==> config.mk <==
export PLATFORM = sky130hd
export DESIGN_NAME = debounced_level_fill_valve
export DESIGN_NICKNAME = d
export VERILOG_FILES = /design/src/dlfv_pkg.sv /design/src/debounced_level_fill_valve.sv /design/src/dlfv_cfg_regs.sv /design/src/dlfv_debounce.sv
export SDC_FILE = /design/constraint.sdc
export NUM_CORES = 1
export LEC_CHECK = 0
export BUFFER_PORTS_ARGS = -buffer_cell sky130_fd_sc_hd__buf_2
export CAP_MARGIN = 5
export CORE_ASPECT_RATIO = 0.5
export CORE_MARGIN = 10
export CORE_UTILIZATION = 35
export DETAILED_ROUTE_END_ITERATION = 8
export GPL_TIMING_DRIVEN = 0
export HOLD_SLACK_MARGIN = 0.06
export PLACE_DENSITY_LB_ADDON = 0.25
export SLEW_MARGIN = 20
export SYNTH_ARGS = -nofsm -noshare
export SYNTH_HDL_FRONTEND = slang
export SYNTH_HIERARCHICAL = 1
export SYNTH_SLANG_ARGS = --single-unit
==> constraint.sdc <==
create_clock -name clk_i -period 6.1 [get_ports clk_i]
set_input_delay 0.61 -clock clk_i [delete_from_list [all_inputs] [get_ports clk_i]]
set_output_delay 0.61 -clock clk_i [all_outputs]
set_load 0.005 [all_outputs]
==> src/dlfv_pkg.sv <==
// dlfv_pkg: types and constants shared by the fill valve control block.
// Configuration register indexes, reset values and the configuration bundle.
// No dependencies.
package dlfv_pkg;

  localparam int unsigned TimeW    = 32;
  localparam int unsigned IntervalW = 16;
  localparam int unsigned CfgIdxW  = 2;
  localparam int unsigned CfgDataW = 16;

  typedef enum logic [CfgIdxW-1:0] {
    REG_SENSORS_PRESENT = 2'd0,
    REG_SAMPLE_INTERVAL = 2'd1,
    REG_DEBOUNCE        = 2'd2
  } cfg_reg_e;

  localparam logic                 SensorsPresentRst = 1'b1;
  localparam logic [IntervalW-1:0] SampleIntervalRst = 16'd100;
  localparam logic [IntervalW-1:0] DebounceRst       = 16'd50;

  typedef struct packed {
    logic                 sensors_present;
    logic [IntervalW-1:0] sample_interval_ms;
    logic [IntervalW-1:0] debounce_ms;
  } cfg_t;

endpackage

==> src/debounced_level_fill_valve.sv <==
// debounced_level_fill_valve: two-level-switch fill valve control, top level.
// Depends on dlfv_pkg, dlfv_cfg_regs and dlfv_debounce.
//
//   channel | valid / ready              | payload
//   --------+----------------------------+--------------------------------------
//   in      | in_valid_i / in_ready_o    | now_ms_i, top_sensor_i, bottom_sensor_i
//   out     | out_valid_o / out_ready_i  | sampled_o, valve_open_o, valve_drive_o,
//           |                            | reservoir_empty_o, top_level_stable_o,
//           |                            | bottom_level_stable_o
//   cfg     | cfg_valid_i / cfg_ready_o  | cfg_index_i, cfg_data_i
//
// One poll per cycle while the result register is not stalled. A poll is held in
// the input register, evaluated against the state and written to the result
// register. The state updates as the poll moves into the result register, so
// consecutive polls see each other's effect. A stalled result register holds
// the input register, and in_ready_o drops. Reset clears the valid flags and
// control state; config and result fields take their reset values.
module debounced_level_fill_valve (
  input  logic                          clk_i,
  input  logic                          rst_ni,
  input  logic                          in_valid_i,
  output logic                          in_ready_o,
  input  logic [dlfv_pkg::TimeW-1:0]    now_ms_i,
  input  logic                          top_sensor_i,
  input  logic                          bottom_sensor_i,
  output logic                          out_valid_o,
  input  logic                          out_ready_i,
  output logic                          sampled_o,
  output logic                          valve_open_o,
  output logic                          valve_drive_o,
  output logic                          reservoir_empty_o,
  output logic                          top_level_stable_o,
  output logic                          bottom_level_stable_o,
  input  logic                          cfg_valid_i,
  output logic                          cfg_ready_o,
  input  logic [dlfv_pkg::CfgIdxW-1:0]  cfg_index_i,
  input  logic [dlfv_pkg::CfgDataW-1:0] cfg_data_i
);
  import dlfv_pkg::*;

  cfg_t cfg;

  // input stage
  logic             in_vld_q;
  logic [TimeW-1:0] now_q;
  logic             top_raw_q, bot_raw_q;

  // control state
  logic [TimeW-1:0] last_check_q, last_check_d;
  logic             valve_q, valve_d;
  logic             empty_q, empty_d;

  // result stage
  logic res_vld_q, res_vld_d;
  logic res_sampled_q, res_valve_q, res_empty_q, res_top_q, res_bot_q;

  logic             advance;
  logic             check;
  logic [TimeW-1:0] since_check;
  logic             top_lvl, bot_lvl;

  dlfv_cfg_regs u_cfg (
    .clk_i      (clk_i),
    .rst_ni     (rst_ni),
    .cfg_valid_i(cfg_valid_i),
    .cfg_ready_o(cfg_ready_o),
    .cfg_index_i(cfg_index_i),
    .cfg_data_i (cfg_data_i),
    .cfg_o      (cfg)
  );

  assign advance    = in_vld_q && (!res_vld_q || out_ready_i);
  assign in_ready_o = !in_vld_q || advance;

  assign since_check = now_q - last_check_q;
  assign check = advance && cfg.sensors_present &&
                 (since_check >= {{(TimeW-IntervalW){1'b0}}, cfg.sample_interval_ms});

  dlfv_debounce u_top_db (
    .clk_i        (clk_i),
    .rst_ni       (rst_ni),
    .sample_i     (check),
    .raw_i        (top_raw_q),
    .now_i        (now_q),
    .debounce_ms_i(cfg.debounce_ms),
    .stable_d_o   (top_lvl)
  );

  dlfv_debounce u_bot_db (
    .clk_i        (clk_i),
    .rst_ni       (rst_ni),
    .sample_i     (check),
    .raw_i        (bot_raw_q),
    .now_i        (now_q),
    .debounce_ms_i(cfg.debounce_ms),
    .stable_d_o   (bot_lvl)
  );

  always_comb begin
    last_check_d = last_check_q;
    valve_d      = valve_q;
    empty_d      = empty_q;
    if (check) begin
      last_check_d = now_q;
      if (!top_lvl && bot_lvl) begin
        valve_d = 1'b1;  // empty: start filling
        empty_d = 1'b1;
      end else if (top_lvl && !bot_lvl) begin
        valve_d = 1'b0;  // full: stop
        empty_d = 1'b0;
      end
    end
  end

  always_comb begin
    res_vld_d = res_vld_q;
    if (advance) begin
      res_vld_d = 1'b1;
    end else if (out_ready_i) begin
      res_vld_d = 1'b0;
    end
  end

  always_ff @(posedge clk_i or negedge rst_ni) begin
    if (!rst_ni) begin
      in_vld_q     <= 1'b0;
      res_vld_q    <= 1'b0;
      last_check_q <= '0;
      valve_q      <= 1'b0;
      empty_q      <= 1'b0;
    end else begin
      if (in_ready_o) begin
        in_vld_q <= in_valid_i;
      end
      res_vld_q    <= res_vld_d;
      last_check_q <= last_check_d;
      valve_q      <= valve_d;
      empty_q      <= empty_d;
    end
  end

  always_ff @(posedge clk_i) begin
    if (in_valid_i && in_ready_o) begin
      now_q     <= now_ms_i;
      top_raw_q <= top_sensor_i;
      bot_raw_q <= bottom_sensor_i;
    end
  end

  // result fields start at the post-reset state, so the drive pin reads closed
  always_ff @(posedge clk_i or negedge rst_ni) begin
    if (!rst_ni) begin
      res_sampled_q <= 1'b0;
      res_valve_q   <= 1'b0;
      res_empty_q   <= 1'b0;
      res_top_q     <= 1'b1;
      res_bot_q     <= 1'b1;
    end else if (advance) begin
      res_sampled_q <= check;
      res_valve_q   <= valve_d;
      res_empty_q   <= empty_d;
      res_top_q     <= top_lvl;
      res_bot_q     <= bot_lvl;
    end
  end

  assign out_valid_o           = res_vld_q;
  assign sampled_o             = res_sampled_q;
  assign valve_open_o          = res_valve_q;
  assign valve_drive_o         = ~res_valve_q;  // pin is active low
  assign reservoir_empty_o     = res_empty_q;
  assign top_level_stable_o    = res_top_q;
  assign bottom_level_stable_o = res_bot_q;

endmodule

==> src/dlfv_cfg_regs.sv <==
// dlfv_cfg_regs: configuration register file of the fill valve control.
// Depends on dlfv_pkg. Writes to unknown indexes are dropped.
module dlfv_cfg_regs (
  input  logic                          clk_i,
  input  logic                          rst_ni,
  input  logic                          cfg_valid_i,
  output logic                          cfg_ready_o,
  input  logic [dlfv_pkg::CfgIdxW-1:0]  cfg_index_i,
  input  logic [dlfv_pkg::CfgDataW-1:0] cfg_data_i,
  output dlfv_pkg::cfg_t                cfg_o
);
  import dlfv_pkg::*;

  cfg_t cfg_q, cfg_d;

  assign cfg_ready_o = 1'b1;

  always_comb begin
    cfg_d = cfg_q;
    if (cfg_valid_i) begin
      case (cfg_index_i)
        REG_SENSORS_PRESENT: cfg_d.sensors_present    = cfg_data_i[0];
        REG_SAMPLE_INTERVAL: cfg_d.sample_interval_ms = cfg_data_i[IntervalW-1:0];
        REG_DEBOUNCE:        cfg_d.debounce_ms        = cfg_data_i[IntervalW-1:0];
        default:             cfg_d = cfg_q;
      endcase
    end
  end

  always_ff @(posedge clk_i or negedge rst_ni) begin
    if (!rst_ni) begin
      cfg_q.sensors_present    <= SensorsPresentRst;
      cfg_q.sample_interval_ms <= SampleIntervalRst;
      cfg_q.debounce_ms        <= DebounceRst;
    end else begin
      cfg_q <= cfg_d;
    end
  end

  assign cfg_o = cfg_q;

endmodule

==> src/dlfv_debounce.sv <==
// dlfv_debounce: debouncer for one level switch, updated on each level check.
// Depends on dlfv_pkg. stable_d_o gives the level after the current check.
module dlfv_debounce (
  input  logic                           clk_i,
  input  logic                           rst_ni,
  input  logic                           sample_i,
  input  logic                           raw_i,
  input  logic [dlfv_pkg::TimeW-1:0]     now_i,
  input  logic [dlfv_pkg::IntervalW-1:0] debounce_ms_i,
  output logic                           stable_d_o
);
  import dlfv_pkg::*;

  logic             last_q, last_d;
  logic             stable_q, stable_d;
  logic [TimeW-1:0] change_q, change_d;
  logic [TimeW-1:0] held;

  assign held = now_i - change_q;

  always_comb begin
    last_d   = last_q;
    stable_d = stable_q;
    change_d = change_q;
    if (sample_i) begin
      if (raw_i != last_q) begin
        last_d   = raw_i;
        change_d = now_i;
      end else if (held >= {{(TimeW-IntervalW){1'b0}}, debounce_ms_i}) begin
        stable_d = raw_i;
      end
    end
  end

  always_ff @(posedge clk_i or negedge rst_ni) begin
    if (!rst_ni) begin
      last_q   <= 1'b1;
      stable_q <= 1'b1;
      change_q <= '0;
    end else begin
      last_q   <= last_d;
      stable_q <= stable_d;
      change_q <= change_d;
    end
  end

  assign stable_d_o = stable_d;

endmodule

==> key figures <==
Die
  – Starting Density: 0.354
  – Core footprint: between 30000 and 40000 sq um
  – Top-Level Pins: 66
  – Die Wd: between 300 and 400 um
  – Die H: 160 um
  – Die ar.: 48200 sq um
  – Row Count: 51

Drt
  – Detailed Routing Iterations Pass 1: 5
  – Final routed DRC violation total: 0
  – Vias per cell: slightly above 5
  – Final ANT Viol Nets: 0
  – Detailed Route Iter0 Violations: just over 600
  – Drt wl/cell: 16.5 um
  – Final wirelength: 34100 um
  – Vias: 10.6k

Logic synthesis
  – Mapped Cells: 1423
  – Synth warn: 6
  – Yosys reg bits: 176
  – Seq/Total Area, Yosys: 0.333
  – Top-area cell type share of the netlist area: 0.234
  – Synth top area cells: dfrtp_1 23%, ha_1 13%, edfxtp_1 7.4%
  – Cell variety after synth: 82
  – Syn nets: ~1.6k
  – Post-synth EDFFs: 34
  – Leading area contributor after synthesis: dfrtp_1
  – Mapped cell area: 13800 sq um
  – Syn_area_per_cell: 9.68 sq um
  – Synth Flop Type: dfrtp_1
  – Async S/R FF share, synth: 0.807

Job
  – Max Cap Violations: 0

Global routing
  – First-pass GRT wire length: 55600 um
  – Met3 usage: 0.0251
  – Overall routing resource usage: 0.141
  – Number of global-route vias before repair: just over 10k
  – Initial antenna violation count: 3
  – Largest net degree at the start of global routing: 83
  – GRT overflow: 0
  – GRT busiest layer: met2
  – Met1 Usage GRT: 0.197
  – Met2 Usage GRT: 0.224

CTS
  – H-tree lvl count: 4
  – Clock Sinks: around 180
  – Root buf cell: clkbuf_16
  – Later-pin clock latency in the skew report: 0.45 ns
  – Clock slew at reported path FFs: 0.07 ns
  – CTS tree: built
  – CTS buffer count: 17
  – Clk buf depth: 2

Placed design
  – RePlAce Congestion: 0.884
  – IO buf count: 64
  – Placed Area: 14800 sq um
  – DPL Wire Length: 26700 um

Finish
  – Reg area: between 4000 and 5000 sq um
  – Layout area overhead: 13.2%
  – Commonest non-fill, non-tap cells in the layout: 160 x inv_1, 138 x ha_1, 129 x dfrtp_1, 110 x nand2_1, 104 x a21oi_1
  – Antenna diodes: 0
  – Layout fillers: around 3.9k
  – Multi-input gate area: 8530 sq um
  – Final net count: 1723
  – Commonest non-fill, non-tap cell in the layout: inv_1
  – Post-route cell area: 15600 sq um
  – Share of cells above drive strength 1: 0.216

Power and ir drop
  – PD cells: 491 nW/um^2
  – Comb power frac: 0.625
  – Seq pwr share: 0.237
  – Switching Fraction: 0.439
  – Switching power: 0.00336 W
  – Clock share of power: 0.138
  – Cell Int Power: ~0.0043 W
  – Lkg Pwr: 7.28 nW
  – Peak supply drop: 257 uV

STA
  – Hold Fails Final Rpt: 0
  – Max Clock Skew: 0.0107 ns
  – Tmin final: about 5.7 ns
  – Setup TNS: 0 ns
  – Highest Clock Rate: 0.174 GHz
  – Worst slew pin tran: approximately 1.0 ns
  – Max-slew violation count: 0
  – Crit share post-route: 0.941
  – Final setup fails: 0
  – Slew headroom: 0.334
  – RSZ-0062 raised after global routing: no

Worst setup path
  – CP required: ~6.4 ns
  – Crit Path Max Fanout: 7
  – Critical path endpoint category: register
  – Kind of critical path: reg -> reg
  – CP arrival: 6.08 ns
  – Startpoint Class: register

Hold path
  – Worst hold path class: in -> async

Status
  – Outcome: complete, no violations
## final cells by class
| type | instances | share of cell area |
|---|---|---|
| Multi-Input combinational cell | 1055 | 0.547 |
| Sequential cell | 176 | 0.294 |
| Tap cell | 530 | 0.0425 |
| Inverter | 161 | 0.0387 |
| Clock buffer | 25 | 0.0318 |
| Timing Repair Buffer | 80 | 0.0310 |
| Buffer | 31 | 0.0117 |
| Clock inverter | 7 | 0.00337 |
## worst max-delay path, cell delays in order (launching register included)
cell and delay (ns):
edfxtp_1 0.52, ha_1 0.48, nand4_1 0.23, a211oi_4 0.46
nor2_2 0.11, o21ai_0 0.30, xor2_1 0.20, ha_1 0.27
a21o_1 0.18, a21o_1 0.17, a211oi_1 0.25, o211a_1 0.21
o31ai_1 0.10, or4_1 0.55, a2111o_1 0.33, nand4b_4 0.20
o41ai_4 0.25, o211ai_1 0.14, buf_4 0.18, o31a_1 0.27
a211o_1 0.22
## flip-flops by register name, indices dropped and copies added (netlist names), 32 cells and up
name               flops
u_bot_db/change_q     32
u_cfg/cfg_o           33
last_check_q          32
now_q                 32
u_top_db/change_q     32
## stage by stage
step                      utilization  hold WS, ns  instances  total power [W]  setup slack [ns]
final                           0.401        0.124       2065          0.00766             0.362
after global placement          0.380        0.451       2017          0.00637            -0.812
after global routing            0.401        0.169       2065          0.00841          0.000929
after CTS                       0.397        0.168       2056          0.00756            0.0395
after detailed placement        0.381        0.456       2019          0.00642            -0.755
after floorplan                     -        0.314       1423          0.00541             0.654
## cell families after synthesis
logic type,count (synthesis),share of synthesized area
xor+xnor,57,0.0362
fa+ha+maj,144,0.132
mux,134,0.122
other cells,1,0.000272
buf+inv,193,0.0574
simple gates,328,0.123
flops,176,0.333
compound gates,390,0.195
## synth_stat cells (16+ instances only)
cell type	instances
inv_1	161
ha_1	141
dfrtp_1	129
nand2_1	112
a21oi_1	108
mux2_2	83
nor2_1	62
o21ai_0	60
mux2_4	47
a21o_1	44
edfxtp_1	34
xnor2_1	34
nand2b_1	27
o21a_1	27
nand3_1	24
xor2_1	23
clkbuf_1	20
nand4_1	17
o211ai_1	16
## metal layers
layer / part of all wire / up-vias / wire length (um)
li1: - / 5358 / -
met1: 0.51 / 5099 / 17200
met2: 0.45 / 144 / 15300
met3: 0.032 / 24 / 1100
met4: 0.011 / 4 / 380
met5: 0.00079 / - / 27
## worst paths after layout
kind / slack (ns) / startpoint / end / cells past startpoint
max in group asynchronous: 5.12 / rst_ni / u_top_db/last_q / 2
worst max-delay path: 0.36 / now_q[10] / valve_q / 20
worst min-delay path: 0.12 / rst_ni / u_cfg/cfg_o[16] / 1
worst min register to register: 0.46 / bottom_level_stable_o / bottom_level_stable_o / 2
min in group clk_i: 0.33 / now_ms_i[14] / now_q[14] / 1
worst max register to register: 0.36 / now_q[10] / valve_q / 20
## power by group through the flow
stage / clock [W] / combinational [W] / sequential (W)
6_report: 0.00106 / 0.00479 / 0.00182
5_1_grt: 0.00113 / 0.00541 / 0.00187
4_1_cts: 0.00109 / 0.00464 / 0.00182
3_5_place_dp: 0 / 0.00458 / 0.00184
3_3_place_gp: 0 / 0.00454 / 0.00183
2_1_floorplan: 0 / 0.00366 / 0.00176
## repair_timing
action | CTS | global route
pin swaps | 5 | 9
setup endpoints to repair | 71 | 58
setup buffers | 5 | 9
gates cloned | 0 | 1
hold buffers | 0 | 0
resized for setup | 12 | 26
Note: power is estimated with default switching activity, not from simulation.
